File: src/sv/p2a_pkg.sv
// Shared constants, register codes and period-length functions for the annual aggregator.
package p2a_pkg;

  // Field and state widths.
  localparam int unsigned SAMPLE_W   = 32;
  localparam int unsigned VALUE_W    = 41;
  localparam int unsigned YEAR_W     = 16;
  localparam int unsigned IDX_W      = 6;
  localparam int unsigned SUM_W      = 48;
  localparam int unsigned DTOT_W     = 9;
  localparam int unsigned DAY_W      = 5;
  localparam int unsigned CFG_IDX_W  = 2;
  localparam int unsigned CFG_DATA_W = 14;
  localparam int unsigned CNT_W      = 6;
  localparam int unsigned SUB_W      = 15;
  localparam int unsigned M400_W     = 9;

  // Year arithmetic.
  localparam int unsigned START_YEAR_RST = 2000;
  localparam int unsigned CYCLE_YEARS    = 400;
  localparam int unsigned CENTURY        = 100;
  localparam int unsigned MOD_STEPS      = 6;

  // Configuration register indexes.
  localparam logic [CFG_IDX_W-1:0] REG_PERIOD_MODE = 2'd0;
  localparam logic [CFG_IDX_W-1:0] REG_UNIT_MODE   = 2'd1;
  localparam logic [CFG_IDX_W-1:0] REG_START_YEAR  = 2'd2;

  // Period mode codes; the unused code behaves as monthly.
  localparam logic [1:0] MODE_MONTHLY = 2'd0;
  localparam logic [1:0] MODE_SPLIT   = 2'd1;
  localparam logic [1:0] MODE_WEEKLY  = 2'd2;

  // Number of periods in one year for a period mode.
  function automatic logic [IDX_W-1:0] periods_per_year(input logic [1:0] mode);
    logic [IDX_W-1:0] n;
    case (mode)
      MODE_SPLIT:  n = 6'd14;
      MODE_WEEKLY: n = 6'd52;
      default:     n = 6'd12;
    endcase
    return n;
  endfunction

  // Leap test on the year counter taken modulo 400.
  function automatic logic is_leap(input logic [M400_W-1:0] m400);
    return (m400[1:0] == 2'b00) &&
           (m400 != M400_W'(CENTURY)) &&
           (m400 != M400_W'(2 * CENTURY)) &&
           (m400 != M400_W'(3 * CENTURY));
  endfunction

  // Length in days of one period.
  function automatic logic [DAY_W-1:0] period_days(input logic [1:0]       mode,
                                                   input logic [IDX_W-1:0] idx,
                                                   input logic             leap);
    logic [DAY_W-1:0] d;
    d = '0;
    case (mode)
      MODE_SPLIT: begin
        case (idx)
          6'd0:    d = 5'd31;
          6'd1:    d = 5'd15;
          6'd2:    d = 5'd16;
          6'd3:    d = 5'd30;
          6'd4:    d = 5'd31;
          6'd5:    d = 5'd30;
          6'd6:    d = 5'd31;
          6'd7:    d = 5'd31;
          6'd8:    d = leap ? 5'd29 : 5'd28;
          6'd9:    d = 5'd31;
          6'd10:   d = 5'd15;
          6'd11:   d = 5'd15;
          6'd12:   d = 5'd31;
          6'd13:   d = 5'd30;
          default: d = 5'd0;
        endcase
      end
      MODE_WEEKLY: begin
        if (idx < 6'd51) begin
          d = 5'd7;
        end else if (idx == 6'd51) begin
          d = leap ? 5'd9 : 5'd8;
        end
      end
      default: begin
        case (idx)
          6'd0:    d = 5'd31;
          6'd1:    d = 5'd30;
          6'd2:    d = 5'd31;
          6'd3:    d = 5'd31;
          6'd4:    d = leap ? 5'd29 : 5'd28;
          6'd5:    d = 5'd31;
          6'd6:    d = 5'd30;
          6'd7:    d = 5'd31;
          6'd8:    d = 5'd30;
          6'd9:    d = 5'd31;
          6'd10:   d = 5'd31;
          6'd11:   d = 5'd30;
          default: d = 5'd0;
        endcase
      end
    endcase
    return d;
  endfunction

endpackage

File: src/sv/periodic_to_annual_aggregator.sv
// Periodic-to-annual flow aggregator with a shared subtract unit for division and year modulo.
//
//  Channel  Direction  Handshake                  Payload
//  in       input      in_valid_i / in_ready_o    flow_sample_i (32 b signed)
//  out      output     out_valid_o / out_ready_i  annual_value_o (41 b signed), value_year_o (16 b)
//  cfg      input      cfg_we_i                   cfg_idx_i (2 b), cfg_wdata_i (14 b)
//
//  A beat that does not end a year is captured in IDLE and accumulated in ACC.
//  A year end in sum mode passes through ACC and DONE; in average mode through ACC, NEG, DIV
//  and DONE; the bit-serial restoring divider gives one quotient bit per cycle over 48 bits.
//  A start_year write runs a modulo-400 pass on the shared subtractor; no beat is taken.
//  Reset is asynchronous and active low; no clearing pass follows it.
//  A finished year waits in the output register; a stalled output only holds the
//  block when the next year end arrives before the previous result is taken.
module periodic_to_annual_aggregator (
  input  logic                              clk_i,
  input  logic                              rst_ni,
  input  logic                              in_valid_i,
  output logic                              in_ready_o,
  input  logic signed [p2a_pkg::SAMPLE_W-1:0] flow_sample_i,
  output logic                              out_valid_o,
  input  logic                              out_ready_i,
  output logic signed [p2a_pkg::VALUE_W-1:0]  annual_value_o,
  output logic [p2a_pkg::YEAR_W-1:0]        value_year_o,
  input  logic                              cfg_we_i,
  input  logic [p2a_pkg::CFG_IDX_W-1:0]     cfg_idx_i,
  input  logic [p2a_pkg::CFG_DATA_W-1:0]    cfg_wdata_i
);

  typedef enum logic [5:0] {
    ST_IDLE = 6'b000001,
    ST_ACC  = 6'b000010,
    ST_NEG  = 6'b000100,
    ST_DIV  = 6'b001000,
    ST_DONE = 6'b010000,
    ST_MODY = 6'b100000
  } state_e;

  state_e state_q, state_d;

  // Configuration registers.
  logic [1:0] period_mode_q, period_mode_d;
  logic       unit_mode_q, unit_mode_d;

  // Year state.
  logic [p2a_pkg::YEAR_W-1:0]     year_q, year_d;
  logic [p2a_pkg::M400_W-1:0]     m400_q, m400_d;
  logic [p2a_pkg::CFG_DATA_W-1:0] mod_q, mod_d;
  logic [p2a_pkg::IDX_W-1:0]      pidx_q, pidx_d;
  logic signed [p2a_pkg::SUM_W-1:0] sum_q, sum_d;
  logic [p2a_pkg::DTOT_W-1:0]     dtot_q, dtot_d;

  // Beat capture and divider state.
  logic signed [p2a_pkg::SAMPLE_W-1:0] sample_q, sample_d;
  logic [p2a_pkg::SUM_W-1:0]      quo_q, quo_d;
  logic [p2a_pkg::DTOT_W-1:0]     rem_q, rem_d;
  logic                           neg_q, neg_d;
  logic [p2a_pkg::CNT_W-1:0]      cnt_q, cnt_d;

  // Output register.
  logic                              ovalid_q, ovalid_d;
  logic signed [p2a_pkg::VALUE_W-1:0] oval_q, oval_d;
  logic [p2a_pkg::YEAR_W-1:0]        oyear_q, oyear_d;

  // Shared trial subtractor.
  logic [p2a_pkg::SUB_W-1:0] sub_a, sub_b;
  logic [p2a_pkg::SUB_W:0]   sub_diff;
  logic                      sub_ge;
  logic [p2a_pkg::DTOT_W:0]  div_r;

  // Accumulate path.
  logic [p2a_pkg::IDX_W-1:0]      nper, idx_eff;
  logic [p2a_pkg::DAY_W-1:0]      days;
  logic signed [37:0]             prod;
  logic signed [p2a_pkg::SUM_W-1:0] addend, sum_new;
  logic                           last_period;
  logic signed [p2a_pkg::SUM_W-1:0] result;
  logic                           can_load;

  assign in_ready_o     = (state_q == ST_IDLE);
  assign out_valid_o    = ovalid_q;
  assign annual_value_o = oval_q;
  assign value_year_o   = oyear_q;

  // Period lookup and the accumulate step.
  assign nper        = p2a_pkg::periods_per_year(period_mode_q);
  assign idx_eff     = (pidx_q >= nper) ? '0 : pidx_q;
  assign days        = p2a_pkg::period_days(period_mode_q, idx_eff, p2a_pkg::is_leap(m400_q));
  assign prod        = sample_q * $signed({1'b0, days});
  assign addend      = unit_mode_q ? p2a_pkg::SUM_W'(prod) : p2a_pkg::SUM_W'(sample_q);
  assign sum_new     = sum_q + addend;
  assign last_period = ((idx_eff + 6'd1) == nper);

  // Shared subtract unit: divider step or modulo-400 step.
  assign div_r = {rem_q, quo_q[p2a_pkg::SUM_W-1]};
  always_comb begin
    if (state_q == ST_MODY) begin
      sub_a = p2a_pkg::SUB_W'(mod_q);
      sub_b = p2a_pkg::SUB_W'(p2a_pkg::SUB_W'(p2a_pkg::CYCLE_YEARS) << cnt_q[2:0]);
    end else begin
      sub_a = p2a_pkg::SUB_W'(div_r);
      sub_b = p2a_pkg::SUB_W'(dtot_q);
    end
  end
  assign sub_diff = {1'b0, sub_a} - {1'b0, sub_b};
  assign sub_ge   = !sub_diff[p2a_pkg::SUB_W];

  // Year-end value: plain sum or signed quotient.
  assign result   = unit_mode_q ? (neg_q ? -$signed(quo_q) : $signed(quo_q)) : sum_q;
  assign can_load = !ovalid_q || out_ready_i;

  // Sequencer.
  always_comb begin
    state_d       = state_q;
    period_mode_d = period_mode_q;
    unit_mode_d   = unit_mode_q;
    year_d        = year_q;
    m400_d        = m400_q;
    mod_d         = mod_q;
    pidx_d        = pidx_q;
    sum_d         = sum_q;
    dtot_d        = dtot_q;
    sample_d      = sample_q;
    quo_d         = quo_q;
    rem_d         = rem_q;
    neg_d         = neg_q;
    cnt_d         = cnt_q;
    oval_d        = oval_q;
    oyear_d       = oyear_q;
    ovalid_d      = ovalid_q && !out_ready_i;

    unique case (state_q)
      ST_IDLE: begin
        if (in_valid_i) begin
          sample_d = flow_sample_i;
          state_d  = ST_ACC;
        end
      end
      ST_ACC: begin
        sum_d  = sum_new;
        dtot_d = dtot_q + p2a_pkg::DTOT_W'(days);
        if (!last_period) begin
          pidx_d  = idx_eff + 6'd1;
          state_d = ST_IDLE;
        end else if (unit_mode_q) begin
          state_d = ST_NEG;
        end else begin
          state_d = ST_DONE;
        end
      end
      ST_NEG: begin
        // Divide the magnitude; a zero day count yields zero.
        neg_d = sum_q[p2a_pkg::SUM_W-1];
        rem_d = '0;
        cnt_d = p2a_pkg::CNT_W'(p2a_pkg::SUM_W - 1);
        if (dtot_q == '0) begin
          quo_d   = '0;
          state_d = ST_DONE;
        end else begin
          quo_d   = sum_q[p2a_pkg::SUM_W-1] ? p2a_pkg::SUM_W'(-sum_q) : p2a_pkg::SUM_W'(sum_q);
          state_d = ST_DIV;
        end
      end
      ST_DIV: begin
        rem_d = sub_ge ? sub_diff[p2a_pkg::DTOT_W-1:0] : div_r[p2a_pkg::DTOT_W-1:0];
        quo_d = {quo_q[p2a_pkg::SUM_W-2:0], sub_ge};
        cnt_d = cnt_q - 6'd1;
        if (cnt_q == '0) begin
          state_d = ST_DONE;
        end
      end
      ST_DONE: begin
        if (can_load) begin
          ovalid_d = 1'b1;
          oval_d   = result[p2a_pkg::VALUE_W-1:0];
          oyear_d  = year_q;
          year_d   = year_q + 16'd1;
          if (year_q == '1) begin
            m400_d = '0;
          end else if (m400_q == p2a_pkg::M400_W'(p2a_pkg::CYCLE_YEARS - 1)) begin
            m400_d = '0;
          end else begin
            m400_d = m400_q + 9'd1;
          end
          pidx_d  = '0;
          sum_d   = '0;
          dtot_d  = '0;
          state_d = ST_IDLE;
        end
      end
      ST_MODY: begin
        // Restoring remainder of the start year by 400, one shifted multiple per cycle.
        if (sub_ge) begin
          mod_d = sub_diff[p2a_pkg::CFG_DATA_W-1:0];
        end
        cnt_d = cnt_q - 6'd1;
        if (cnt_q == '0) begin
          m400_d  = sub_ge ? sub_diff[p2a_pkg::M400_W-1:0] : mod_q[p2a_pkg::M400_W-1:0];
          state_d = ST_IDLE;
        end
      end
      default: begin
        state_d = ST_IDLE;
      end
    endcase

    // Writes to the three defined registers start a new year; index 3 is ignored.
    if (cfg_we_i) begin
      unique case (cfg_idx_i)
        p2a_pkg::REG_PERIOD_MODE: begin
          period_mode_d = cfg_wdata_i[1:0];
          pidx_d = '0;
          sum_d  = '0;
          dtot_d = '0;
        end
        p2a_pkg::REG_UNIT_MODE: begin
          unit_mode_d = cfg_wdata_i[0];
          pidx_d = '0;
          sum_d  = '0;
          dtot_d = '0;
        end
        p2a_pkg::REG_START_YEAR: begin
          year_d  = p2a_pkg::YEAR_W'(cfg_wdata_i);
          mod_d   = cfg_wdata_i;
          cnt_d   = p2a_pkg::CNT_W'(p2a_pkg::MOD_STEPS - 1);
          state_d = ST_MODY;
          pidx_d  = '0;
          sum_d   = '0;
          dtot_d  = '0;
        end
        default: begin
        end
      endcase
    end
  end

  // Control state.
  always_ff @(posedge clk_i or negedge rst_ni) begin
    if (!rst_ni) begin
      state_q       <= ST_IDLE;
      period_mode_q <= p2a_pkg::MODE_MONTHLY;
      unit_mode_q   <= 1'b0;
      year_q        <= p2a_pkg::YEAR_W'(p2a_pkg::START_YEAR_RST);
      m400_q        <= p2a_pkg::M400_W'(p2a_pkg::START_YEAR_RST % p2a_pkg::CYCLE_YEARS);
      pidx_q        <= '0;
      sum_q         <= '0;
      dtot_q        <= '0;
      cnt_q         <= '0;
      ovalid_q      <= 1'b0;
    end else begin
      state_q       <= state_d;
      period_mode_q <= period_mode_d;
      unit_mode_q   <= unit_mode_d;
      year_q        <= year_d;
      m400_q        <= m400_d;
      pidx_q        <= pidx_d;
      sum_q         <= sum_d;
      dtot_q        <= dtot_d;
      cnt_q         <= cnt_d;
      ovalid_q      <= ovalid_d;
    end
  end

  // Payload registers.
  always_ff @(posedge clk_i) begin
    mod_q    <= mod_d;
    sample_q <= sample_d;
    quo_q    <= quo_d;
    rem_q    <= rem_d;
    neg_q    <= neg_d;
    oval_q   <= oval_d;
    oyear_q  <= oyear_d;
  end

  // An accepted beat takes the block busy on the next cycle.
  assert property (@(posedge clk_i) disable iff (!rst_ni)
    (in_valid_i && in_ready_o) |=> !in_ready_o)
    else $error("input accepted back to back");

  // The year modulo stays in range.
  assert property (@(posedge clk_i) disable iff (!rst_ni)
    m400_q < p2a_pkg::M400_W'(p2a_pkg::CYCLE_YEARS))
    else $error("year modulo out of range");

  // The divider remainder stays below the day count.
  assert property (@(posedge clk_i) disable iff (!rst_ni)
    (state_q == ST_DIV) |-> (rem_q < dtot_q))
    else $error("divider remainder not below divisor");

  // A new result is never loaded over one that is still waiting.
  assert property (@(posedge clk_i) disable iff (!rst_ni)
    (ovalid_q && !out_ready_i) |=> $stable(oval_q) && $stable(oyear_q))
    else $error("pending result overwritten");

  // The period index stays inside the year while the block waits for a beat.
  assert property (@(posedge clk_i) disable iff (!rst_ni)
    (state_q == ST_IDLE) |-> (pidx_q < nper || pidx_q == '0))
    else $error("period index beyond year length");

endmodule
File: config.mk
export PLATFORM = sky130hd
export DESIGN_NAME = periodic_to_annual_aggregator
export DESIGN_NICKNAME = d
export VERILOG_FILES = /design/src/sv/p2a_pkg.sv /design/src/sv/periodic_to_annual_aggregator.sv
export SDC_FILE = /design/constraint.sdc
export NUM_CORES = 1
export LEC_CHECK = 0
export CORE_ASPECT_RATIO = 1.5
export CORE_MARGIN = 1.5
export CORE_UTILIZATION = 30
export DETAILED_ROUTE_END_ITERATION = 16
export DONT_BUFFER_PORTS = 1
export RECOVER_POWER = 25
export REMOVE_ABC_BUFFERS = 1
export SLEW_MARGIN = 20
export SYNTH_ARGS = -nofsm -noshare
export SYNTH_HDL_FRONTEND = slang
export SYNTH_SLANG_ARGS = --single-unit
File: constraint.sdc
create_clock -name clk_i -period 22.2 [get_ports clk_i]
set_clock_uncertainty 0.2 [all_clocks]
set_input_delay 1.11 -clock clk_i [delete_from_list [all_inputs] [get_ports clk_i]]
set_output_delay 1.11 -clock clk_i [all_outputs]
set_load 0.05 [all_outputs]
==> flow_summary.yaml <==
run_status:
  status: "finished with violations"
  violations: "max-capacitance violations, max-slew violations"
routing:
  drc: 0
  viasPerCell: 5.15
  drt-initial-drc-count: 945
  firstDrtPassIters: 5
  vias: 18200
  wl_per_cell_um: 17.6
  drtAntennaViolNets: 0
  drt-total-wl_mm: 62.5
floorplan:
  start_util: 0.303
  num_io_pins: 112
  fp.dieArea_mm2: 0.0776
  dieWidth_um: 228
  fp.dieH_um: 340
  row_count: 123
  core-area_mm2: 0.0751
sta:
  report.final.slew_viol_count: 99
  worstMarginPinSlew_ps: 4410
  rsz0062_at_grt: "false"
  relSlewSlack: -1.94
  min_period_ps: 11660
  clock.fmax_mhz: 85.7
  finalSetupViolCount: 0
  finalCritPeriodShare: 0.525
  hold_viol_final: 0
  tns_ps: 0
clocking:
  cts_resized: 0
  clockBufferDepth: 3
  root_buffer: "clkbuf_16"
  htreeDepth: 1
  path_clk_slew_ps: 70
  clock_latency_ps: 610
  cts_tree: "built"
  cts_made_buffers: 29
  cts_sinks: 265
synthesis:
  synth_flop_cell: "edfxtp_1"
  async_reset_ff_frac: 0.392
  synth_mux_area_frac: 0.0209
  synth-compound-area-share: 0.174
  synthXorXnorAreaFrac: 0.0750
  synth_warnings: 0
  synth_area_per_cell_um2: 8.90
  synthAdderAreaFrac: 0.179
  synth_top_family_by_area: "adder cells"
  synth_top_area_cell: "edfxtp_1"
  yosysUniqueCellTypes: 73
  synth-simple-area-share: 0.177
  yosys-top-cells-area: "edfxtp_1, dfrtp_1, ha_1, fa_1, nand2_1"
  yosys_register_bits: 265
  syn-cell-area_mm2: 0.0228
  synth_edf_count: 147
  yosysTopAreaCellShare: 0.194
  ys_seq_area_frac: 0.321
  synthCells: 2557
cells_and_area:
  area_growth_pct: 9.39
  regArea_mm2: 0.00731
  final_area_mm2: 0.0249
  layout-drive-gt1-share: 0.0572
  fin_nets: 2830
  multi_input_area_mm2: 0.0143
  fillers: 7839
critical_path:
  critPathSlowestCell: "o41ai_1"
  cp_common_cell: "o21ai_0"
  crit_fanout: 32
  worst-setup-path-type: "flip-flop to flip-flop"
  r2r_slack_ps: 10540
  worstPathRequired_ps: 22530
  slowest_delay_ps: 560
  r2r_start: "period_mode_q[0]"
  setup.worst_path.start_class: "flip-flop"
  reg2reg_to: "sum_q[35]"
  crit_path_end_kind: "flip-flop"
  crit_family: "compound AO/OA/AOI/OAI gates"
  path_buf_inv: 5
  arrival_ps: 11990
  reg2reg_depth: 44
place:
  place_congestion: 0.898
  dpl-instance-area_mm2: 0.0239
  hpwlAfterDp_mm: 47.5
  io_buffers: 0
grt:
  grt_pass1_vias: 18700
  grt_first_pass_wirelength_mm: 100
  grt.overflow.total: 0
  grt_usage: 0.160
  grt_antenna_before_repair: 26
  grt_start_max_net_pins: 72
hold_path:
  holdCritPathClass: "input port to asynchronous set/reset pin"
run:
  drv_cap: 2
==> cell families after synthesis <==
family | Yosys count
AO/OA/AOI/OAI | 633
XOR/XNOR | 195
adder cells (fa/ha/maj) | 266
buffers and inverters | 320
flip-flops | 265
multiplexers | 43
AND/OR/NAND/NOR | 835
==> worst max path at each step <==
stage                           from         to  slack (ps)  cells after the start
global route        period_mode_q[0]  sum_q[47]        9630                     46
floorplan           period_mode_q[0]  sum_q[29]       11430                     43
global placement    period_mode_q[0]  sum_q[47]       10730                     46
detailed placement  period_mode_q[0]  sum_q[47]       10540                     46
CTS                 period_mode_q[0]  sum_q[47]       10500                     46
finish              period_mode_q[0]  sum_q[35]       10540                     44
==> cells in the final DEF (no fill, tap or decap), types with 14 or more instances in the layout <==
cell and count:
nand2_1 324, inv_1 214, o21ai_0 182, ha_1 166
nor2_1 159, a21oi_1 157, edfxtp_1 147, xor2_1 129
fa_1 100, and2_1 98, dfrtp_1 96, xnor2_1 66
a21o_1 60, nand3_1 45, mux2_2 37, o31ai_1 33
a22oi_1 33, nor3_1 32, clkbuf_16 30, buf_4 26
and3_1 25, or3_1 24, nand2b_1 24, a31oi_1 23
nand4_1 18, nor2b_1 16, or4_1 15, o21a_1 15
o21bai_1 15, a211oi_1 15, dfxtp_1 14
==> synth_stat cells, types with 33 or more instances <==
master	n
nand2_1	325
inv_1	214
o21ai_0	182
ha_1	166
a21oi_1	160
nor2_1	159
edfxtp_1	147
xor2_1	129
fa_1	100
and2_1	99
dfrtp_1	97
clkbuf_1	93
xnor2_1	66
a21o_1	60
nand3_1	45
mux2_2	37
a22oi_1	34
nor3_1	33
o31ai_1	33
==> per-stage QoR <==
step	setup WS, ps	hold WS [ps]	instances	utilization
floorplan	11430	248	2452	-
global placement	10730	261	3478	0.318
detailed placement	10540	272	3478	0.318
CTS	10500	113	3534	0.332
global route	9630	121	3542	0.331
finish	10540	151	3546	0.332
==> state kept, by name, indices dropped and copies added, names as in the netlist <==
name            count
rem_q               9
period_mode_q       2
neg_q               1
sum_q              48
value_year_o       16
sample_q           32
cnt_q               6
year_q             16
state_q             6
dtot_q              9
quo_q              48
m400_q              9
unit_mode_q         1
out_valid_o         1
pidx_q              6
mod_q              14
annual_value_o     41
==> metal layers <==
layer  track usage  vias up  wire length, um  share of wire
li1              -     8867                -              -
met1         0.174     8812            24400           0.39
met2         0.302      379            32500           0.52
met3        0.0278      161             2880          0.046
met4        0.0700       26             2570          0.041
met5             0        -              156         0.0025
==> layout make-up <==
type	count	share of cell area
antenna	12	0.00121
clock buffer	32	0.0312
clock inverter	22	0.00919
inverter	215	0.0324
multi-input combinational	1972	0.574
sequential	265	0.293
tap	1000	0.0502
timing repair buffer	28	0.00814
==> repair_timing <==
item	4_1_cts	5_1_grt
hold endpoints to repair	71	0
setup buffers	0	0
hold buffers	2	0
Power is left out: the tool's default activity adds up to more than one toggle a clock period on the data nets, which glitch-free logic cannot reach.
